### src/sv/lzd_pkg.sv
// ----------------------------------------------------------------------------
// lzd_pkg
// Shared types, constants and header table for the flagged LZ decompressor.
// ----------------------------------------------------------------------------
package lzd_pkg;

   localparam int HISTORY_DEPTH = 4096;
   localparam int HIST_AW       = $clog2(HISTORY_DEPTH);
   localparam int COUNT_W       = HIST_AW + 1;

   localparam int HEADER_LEN     = 40;
   localparam int HEADER_CHECKED = 36;
   localparam int MAGIC_END      = 4;
   localparam int ENC_ID_END     = 20;

   localparam int QUEUE_DEPTH = 4;
   localparam int QUEUE_AW    = $clog2(QUEUE_DEPTH);

   localparam logic [2:0] ST_OK         = 3'd0;
   localparam logic [2:0] ST_BAD_MAGIC  = 3'd1;
   localparam logic [2:0] ST_BAD_ENC_ID = 3'd2;
   localparam logic [2:0] ST_BAD_FMT_ID = 3'd3;
   localparam logic [2:0] ST_BAD_OFFSET = 3'd4;

   typedef enum logic [2:0] {
      PH_HEADER,
      PH_RAW,
      PH_MASK_LO,
      PH_MASK_HI,
      PH_TOKEN,
      PH_PAIR_HI
   } phase_type;

   typedef enum logic [1:0] {
      CMD_LIT,
      CMD_ERR,
      CMD_COPY
   } cmd_kind_type;

   typedef enum logic {
      BK_IDLE,
      BK_COPY
   } back_state_type;

   typedef struct packed {
      cmd_kind_type       kind;
      logic [7:0]         data;
      logic [2:0]         status;
      logic [HIST_AW-1:0] off_m1;
      logic [3:0]         len_m3;
   } cmd_type;

   typedef struct packed {
      logic full;
      logic empty;
   } queue_status_type;

   function automatic logic [7:0] header_byte(input logic [5:0] idx);
      logic [7:0] b;
      case (idx)
         6'd0:  b = 8'h56;  6'd1:  b = 8'h4B;  6'd2:  b = 8'h56;  6'd3:  b = 8'h03;
         6'd4:  b = 8'h46;  6'd5:  b = 8'h1A;  6'd6:  b = 8'h79;  6'd7:  b = 8'h95;
         6'd8:  b = 8'hBC;  6'd9:  b = 8'h95;  6'd10: b = 8'h6C;  6'd11: b = 8'h4F;
         6'd12: b = 8'hA7;  6'd13: b = 8'h0B;  6'd14: b = 8'h05;  6'd15: b = 8'hBC;
         6'd16: b = 8'hA1;  6'd17: b = 8'hB7;  6'd18: b = 8'hDF;  6'd19: b = 8'hD2;
         6'd20: b = 8'h7C;  6'd21: b = 8'h16;  6'd22: b = 8'h12;  6'd23: b = 8'h74;
         6'd24: b = 8'hE9;  6'd25: b = 8'h06;  6'd26: b = 8'h98;  6'd27: b = 8'h46;
         6'd28: b = 8'hAF;  6'd29: b = 8'hF2;  6'd30: b = 8'hE6;  6'd31: b = 8'h3E;
         6'd32: b = 8'hB5;  6'd33: b = 8'h90;  6'd34: b = 8'h37;  6'd35: b = 8'hE7;
         default: b = 8'h00;
      endcase
      return b;
   endfunction

   function automatic logic [2:0] header_fail_status(input logic [5:0] idx);
      logic [2:0] st;
      if (idx < 6'(MAGIC_END)) begin
         st = ST_BAD_MAGIC;
      end else if (idx < 6'(ENC_ID_END)) begin
         st = ST_BAD_ENC_ID;
      end else begin
         st = ST_BAD_FMT_ID;
      end
      return st;
   endfunction

endpackage

### src/sv/lzd_queue.sv
// ----------------------------------------------------------------------------
// lzd_queue
// Small command FIFO between the parser and the output engine.
// ----------------------------------------------------------------------------
module lzd_queue import lzd_pkg::*; (
   input  logic             clock,
   input  logic             reset,
   input  logic             push,
   input  cmd_type          push_cmd,
   input  logic             pop,
   output cmd_type          head,
   output queue_status_type status
);

   cmd_type             mem_ff [QUEUE_DEPTH];
   logic [QUEUE_AW-1:0] wr_ptr_ff, wr_ptr_in;
   logic [QUEUE_AW-1:0] rd_ptr_ff, rd_ptr_in;
   logic [QUEUE_AW:0]   count_ff, count_in;
   logic                do_push;
   logic                do_pop;

   assign status.full  = (count_ff == (QUEUE_AW+1)'(QUEUE_DEPTH));
   assign status.empty = (count_ff == '0);
   assign do_push      = push & ~status.full;
   assign do_pop       = pop & ~status.empty;
   assign head         = mem_ff[rd_ptr_ff];

   always_comb begin
      wr_ptr_in = do_push ? wr_ptr_ff + QUEUE_AW'(1) : wr_ptr_ff;
      rd_ptr_in = do_pop ? rd_ptr_ff + QUEUE_AW'(1) : rd_ptr_ff;
      count_in  = count_ff;
      if (do_push && !do_pop) begin
         count_in = count_ff + (QUEUE_AW+1)'(1);
      end else if (do_pop && !do_push) begin
         count_in = count_ff - (QUEUE_AW+1)'(1);
      end
   end

   always_ff @(posedge clock) begin
      if (do_push) begin
         mem_ff[wr_ptr_ff] <= push_cmd;
      end
   end

   always_ff @(posedge clock) begin
      if (reset) begin
         wr_ptr_ff <= '0;
         rd_ptr_ff <= '0;
         count_ff  <= '0;
      end else begin
         wr_ptr_ff <= wr_ptr_in;
         rd_ptr_ff <= rd_ptr_in;
         count_ff  <= count_in;
      end
   end

endmodule

### config.mk
export PLATFORM = sky130hd
export DESIGN_NAME = lzd_queue
export DESIGN_NICKNAME = d
export VERILOG_FILES = /design/src/sv/lzd_pkg.sv /design/src/sv/lzd_queue.sv
export SDC_FILE = /design/constraint.sdc
export NUM_CORES = 1
export LEC_CHECK = 0
export BUFFER_PORTS_ARGS = -buffer_cell sky130_fd_sc_hd__clkbuf_2
export CAP_MARGIN = 20
export CORE_MARGIN = 1
export CORE_UTILIZATION = 50
export DETAILED_ROUTE_END_ITERATION = 10
export HOLD_SLACK_MARGIN = 0.03
export PLACE_DENSITY = 0.81
export SLEW_MARGIN = 20
export SYNTH_ARGS = -nofsm -noshare
export SYNTH_HDL_FRONTEND = slang
export SYNTH_SLANG_ARGS = --single-unit
export TNS_END_PERCENT = 100
### constraint.sdc
create_clock -name clock -period 5.15 [get_ports clock]
set_input_delay 0.2575 -clock clock [delete_from_list [all_inputs] [get_ports clock]]
set_output_delay 0.2575 -clock clock [all_outputs]
set_load 0.05 [all_outputs]
* Yosys cells after proc, flatten, opt, wreduce, memory -nomap -nowiden
Memories as Yosys holds them, arrays and structs flattened. A register that Yosys moved wholly into a read port is not among the register bits. Index checks and enable logic that the tools add are counted.
Word-level totals: flip-flop bits (word level) 7, RAM bits 116, output and inout port bits 31, memories 1
Operators by class: $add $sub $neg 4, equal/unequal tests 1, muxes and demuxes 6, bitwise gates (word level) 4, reduce and logical (&&, ||, !) cells 6
Memories:
- mem_ff | words 4, bits a word 29, read ports 1, clocked after Yosys merged registers in 1, write ports 1, RTL line lzd_queue.sv:15 | cmd_type mem_ff [QUEUE_DEPTH];
Operator list (number):
- $mux W3 | 2
- $add A2 B1 Y2 const B | 2
- $mux W2 | 2
- $add A3 B1 Y3 const B | 1
- $eq A3 B3 Y1 const B | 1
- $logic_not A3 Y1 | 1
- $sub A3 B1 Y3 const B | 1
- $and A1 B1 Y1 | 2
- $logic_and A1 B1 Y1 | 2
- $logic_not A1 Y1 | 2
- $mux W1 | 2
- $not A1 Y1 | 2
- $reduce_bool A2 Y1 | 1

* Logic depth before layout (Yosys ltp)
Gate-level depths: netlist of run 1.
word-level depth 7, depth in mapped cells 8, gate-level depth less buffers 8

* Least setup slack after synthesis of run 1
No wires, ideal clock.
kind register to register, from register count_ff[2], to register count_ff[2], library setup time 0.070 ns, arrival time 2.327 ns, data required time 5.080 ns, slack 2.753 ns, stages on the path, launching flop included 9, clock period less this slack 2.397 ns, path through dfxtp_1 > nor3b_2 > nor2_1 > ha_1 > inv_1 > fa_1 > xor2_1 > or3_1 > a21oi_1
RTL lines:
- start, declared | RTL line lzd_queue.sv:18 | logic [QUEUE_AW:0] count_ff, count_in;
- start signal, assigned | RTL line lzd_queue.sv:53 | count_ff <= count_in;

==> run metrics, run 1 <==
Setup Fix Bufs, Post-CTS=0; Synth Register Bits=125; Async SR Flop Fraction=0%; gpl congestion=0.677; clock latency on the worst-skew pair=500 ps; Die ar.=9710 sq um; total core area=8890 sq um; 1st-pass router iterations=10; clock slew at reported path FFs=60 ps; cts hold-fix bufs=30; Avg WL per Cell=about 18 microns; number of port buffers=63; Die Width=98.5 microns; first-pass GRT wire length=roughly 12000 microns; Setup-failing EPs final=0; Mapped Area=4660 sq um; via count=2281; post_cts resized=0; clock skew=9.47 ps; Detail Placement HPWL=4290 microns; Yosys cell types=24; P&R area growth vs syn=29.6%; HP Class=in -> reg; CTS Buf Count=17; TNS Setup=0 ps; RSZ-0062 raised after global routing=false; EDFF count, synth=116; drt total wl=about 7700 microns; placed cell count=366; Relative slew margins=46.9%; n_diodes=0; failing checks=design-rule violations; critical path class=reg -> out; LEAKAGE=2.14 nW; nature of the critical path endpoint=output port; vias in the first global route=2434; gr ovfl total=0; layout cell share with drive strength beyond 1=40.6%; fin crit period=2360 ps; most common cell after layout, fill and taps aside=edfxtp_1; root buffer cell=clkbuf_8; Power, Total=~3.5 mW; Die H=98.5 microns; Post-Syn Instances=199; antenna viol nets, final=0; Pwr Density=583 nW/um^2; initial core utilization=between 50% and 60%; worst-path fanout max=29; Clock Sinks=125; largest net degree at the start of global routing=30; Top Ports=64; final std cells w/o fill=428; Worst IR Drop VDD=0.424 mV; Critical Path AT=approximately 2100 ps; Slew Viols, Final=0; required time of the critical path=4890 ps; Final Hold Viols=0; GRT Total Usage=17.5%; TritonCTS clock tree=yes; commonest cells after routing, fill and taps aside=edfxtp_1 (116), clkbuf_2 (63), dlygate4sd3_1 (30); CP Launch Type=flop; syn nets=approximately 240; sequential-to-total area share from yosys stat=78.6%; fin crit share=45.8%; FP Rows=34; fin nets=346; DRT iter0 DRCs=88; number of vias per cell=between 5 and 6; CTS Buffer Depth=2; fmax=0.424 GHz; initial antenna violation count=0; top_reg_cell synth=edfxtp_1; Synth warnings=0; outcome=complete, but fails checks; Tightest Pin Transition=797 ps; DRC Markers=4; H-tree levels=4; syn_area_per_cell=between 20 and 25 sq um; R2R setup slack=around 2900 ps; number of max-cap violations=0
[per-layer routing]
metal	vias up	global-route usage, %	wire (microns)
li1	1049	-	-
met1	1150	20.8	3280
met2	74	30.2	4020
met3	8	4.47	290
met4	0	8.04	77
met5	-	0	0
[area by class of cell]
type,instances,area [sq um]
Inverter,4,15.0
Fill cell,559,2850
Timing Repair Buffer,96,638
Clock inverter,15,243
Sequential cell,125,3670
Multi-Input combinational cell,63,928
Clock buffer,17,414
Tap cell,108,135
[Yosys cell counts (2+ instances only)]
| master | number | area share (%) |
|---|---|---|
| clkbuf_1 | 2 | 0.16 |
| mux4_2 | 28 | 14 |
| inv_1 | 4 | 0.32 |
| ha_1 | 5 | 1.3 |
| nand2b_1 | 2 | 0.27 |
| and2_1 | 4 | 0.54 |
| nor2_1 | 6 | 0.48 |
| or3_1 | 2 | 0.27 |
| mux2i_1 | 2 | 0.43 |
| edfxtp_1 | 116 | 75 |
| o21ai_0 | 2 | 0.21 |
| xor2_1 | 4 | 0.75 |
| dfxtp_1 | 9 | 3.9 |
| buf_2 | 2 | 0.21 |
| a21oi_1 | 2 | 0.21 |
[path summary, 6_finish.rpt]
kind             endpoint  cells after the start    startpoint
max              head[13]                      2          flop
min          wr_ptr_ff[0]                      4          push
max reg2reg   count_ff[2]                      8   count_ff[0]
min reg2reg  wr_ptr_ff[1]                      2  wr_ptr_ff[1]
[stage by stage]
step,hold slack (ps),worst slack [ps],utilization [%],area (sq um)
floorplan,356,2750,-,4660
global placement,471,2900,57.1,5080
detailed placement,478,2880,57.1,5080
CTS,82.2,2350,67.9,6040
global route,112,2610,67.9,6040
finish,105,2790,67.9,6040
[where the power goes]
group          switching (mW)  internal, mW
Sequential             0.0972          1.23
Combinational           0.599         0.303
Clock                   0.412         0.883
Total                    1.11          2.41
[sequential cells by signal, summed over array words and instances, names as in the netlist, named ones only]
signal	cells
rd_ptr_ff	2
mem_ff	116
count_ff	3
wr_ptr_ff	2
[cell families after synthesis]
group / share of synthesized area, %
DFF: 78.6
muxes: 14.5
and+or+nand+nor: 1.93
buffers and inverters: 1.53
AOI/OAI and AO/OA: 0.886
adders and majority gates: 1.77
xor gates and xnor gates: 0.752
[critical path: stages (launching register included)]
cell and delay, ps:
dfxtp_4 730, mux4_1 620, clkbuf_2 250
Power figures use the tool's default switching activity.
==> run 2: changes to the inputs <==
--- a/config.mk
+++ b/config.mk
@@ -5,13 +5,14 @@
 export SDC_FILE = /design/constraint.sdc
 export NUM_CORES = 1
 export LEC_CHECK = 0
+export ABC_AREA = 1
 export BUFFER_PORTS_ARGS = -buffer_cell sky130_fd_sc_hd__clkbuf_2
 export CAP_MARGIN = 20
 export CORE_MARGIN = 1
 export CORE_UTILIZATION = 50
 export DETAILED_ROUTE_END_ITERATION = 10
 export HOLD_SLACK_MARGIN = 0.03
-export PLACE_DENSITY = 0.81
+export PLACE_DENSITY = 0.83
 export SLEW_MARGIN = 20
 export SYNTH_ARGS = -nofsm -noshare
 export SYNTH_HDL_FRONTEND = slang
==> constraint.sdc (replaced) <==
create_clock -name clock -period 2.1 [get_ports clock]
set_input_delay 0.105 -clock clock [delete_from_list [all_inputs] [get_ports clock]]
set_output_delay 0.105 -clock clock [all_outputs]
set_load 0.05 [all_outputs]
==> run metrics, run 2 <==
outcome=completed; number of max-cap violations=0; Tightest Pin Transition=315 ps; Pwr Density=around 1400 nW/um^2; cell taking the most area after synthesis=edfxtp_1; EDFF count, synth=116; switch share=36.6%; clock skew=5.67 ps; Die Width=~100 microns; Commonest cells post-synth=edfxtp_1 (116), o21ai_0 (56), nor2_1 (43), nor2_4 (20), o22ai_2 (20); NetSw=3.31 mW; Relative slew margins=79.1%; commonest cells after routing, fill and taps aside=edfxtp_1 (116), clkbuf_2 (62), o21ai_0 (55); Power, Total=9.04 mW; max FFs per register=116; Yosys cell types=23; required time of the critical path=about 2000 ps; Post-Place Worst Slack=210 ps; Clock Sinks=about 130; sequential-to-total area share from yosys stat=71.9%; Post-Syn Instances=351; 1st-pass router iterations=4; Synth Register Bits=between 100 and 150; cells on worst reg2reg path=13; gr ovfl total=0; fin crit period=2010 ps; H-tree levels=4; R2R setup slack=130 ps; top_reg_cell synth=edfxtp_1; PnR worst setup slack=90.0 ps; hold_ws=349 ps; fin nets=501; synth top area cells=edfxtp_1 (68%), o21ai_0 (5.5%), o22ai_2 (4.9%); biggest regs=mem_ff (116), count_ff (3); CTS Buffer Depth=2; syn nets=390; FP Rows=36; Die ar.=10600 sq um; most common cell after layout, fill and taps aside=edfxtp_1; DRC Markers=0; hold wc startpoint=push_cmd[13]; Setup-failing EPs final=0; root buffer cell=clkbuf_8; TNS Setup=0 ps; Slew Viols, Final=0; worst hold endpoint=mem_ff[3][13]; worst-path fanout max=24; initial antenna violation count=0; Die H=~100 microns; Final Core Density=66.7%; Worst IR Drop VDD=0.817 mV; clock slew at reported path FFs=50 ps; initial core utilization=51.9%; CTS Buf Count=17; P&R area growth vs syn=28.5%; n_diodes=0; number of port buffers=63; critical path class=reg -> out; via count=3245; Biggest register=mem_ff; Internal=between 5 and 6 mW; HP Class=in -> reg; origin of the critical flop-to-flop path=count_ff[0]; fmax=between 0.4 and 0.5 GHz; nature of the critical path endpoint=output port; Top Ports=64; share of the synthesized area in the top cell type=68.3%; Detail Placement HPWL=6110 microns; drt total wl=10200 microns; FF-to-FF End=count_ff[2]; fin crit share=approximately 96%; RSZ-0062 raised after global routing=false; total core area=~9800 sq um; number of vias per cell=5.34; LEAKAGE=2.39 nW; Synth warnings=0; largest net degree at the start of global routing=between 50 and 60; DRT iter0 DRCs=188; TritonCTS clock tree=yes; vias in the first global route=3350; Async SR Flop Fraction=0%; gpl congestion=0.732; first-pass GRT wire length=16100 microns; hold depth=2; clock latency on the worst-skew pair=510 ps; Avg WL per Cell=about 17 microns; layout cell share with drive strength beyond 1=34.3%; syn_area_per_cell=14.5 sq um; antenna viol nets, final=0; Critical Path AT=about 1900 ps; Logic pwr share=33.0%; power share of the clock group=roughly a third; top-count cell post-synth=edfxtp_1; Setup Fix Bufs, Post-CTS=0; GRT Total Usage=21.2%; Mapped Area=~5100 sq um; Final Hold Viols=0; Seq pwr share=between 30% and 40%; CP Launch Type=flop
-- run 2: metal layers --
layer / up-vias / track usage [%] / share of wire [%]
met1: 1600 / 24.1 / 40
met2: 120 / 37.5 / 52
met5: - / 0 / 0
met4: 0 / 9.64 / 2.0
met3: 22 / 5.63 / 5.8
li1: 1503 / - / -
-- run 2: through the flow --
| step | instances | area (sq um) |
|---|---|---|
| 4_1_cts | 608 | 6550 |
| 6_report | 608 | 6550 |
| 2_1_floorplan | 351 | 5100 |
| 3_3_place_gp | 543 | 5610 |
| 3_5_place_dp | 543 | 5610 |
| 5_1_grt | 608 | 6550 |
-- run 2: worst max-delay path by stage --
stage	depth (start not counted)	startpoint	end
floorplan	4	count_ff[0]	mem_ff[0][0]
CTS	4	flop	head[26]
finish	5	flop	head[8]
global placement	13	count_ff[0]	count_ff[2]
detailed placement	13	count_ff[0]	count_ff[2]
global route	12	count_ff[0]	count_ff[2]
-- run 2: cells by family after synthesis --
| family | share of synthesized area [%] |
|---|---|
| fa+ha+maj | 1.62 |
| flops | 71.9 |
| xor+xnor | 0.172 |
| buf+inv | 3.93 |
| compound gates | 12.1 |
| simple gates | 10.3 |
-- run 2: power groups by stage --
stage | Sequential, mW | Clock (mW) | Combinational, mW
2_1_floorplan | 3.17 | 0 | 2.24
3_3_place_gp | 3.17 | 0 | 2.82
3_5_place_dp | 3.19 | 0 | 2.90
4_1_cts | 3.15 | 2.95 | 2.99
5_1_grt | 3.17 | 3.07 | 3.20
6_report | 3.15 | 2.91 | 2.98
-- run 2: cell type report --
class / instances / area (sq um)
Tap cell: 133 / 166
Multi-Input combinational cell: 190 / 1260
Inverter: 18 / 75.1
Sequential cell: 125 / 3660
Clock inverter: 12 / 169
Timing Repair Buffer: 110 / 788
Clock buffer: 20 / 425
Fill cell: 693 / 3270
-- run 2: timing repair --
item	in CTS	in global routing
endpoints found under the hold margin	125	0
gates cloned	0	0
resized for setup	4	3
hold buffers	33	0
endpoints found under the setup margin	29	4
-- run 2: worst max-delay path, cell delays in order (launching register included) --
cell and delay [ps]:
dfxtp_2 380, clkinv_4 170, buf_12 230, o21ai_0 260
o22ai_2 100, clkbuf_2 240
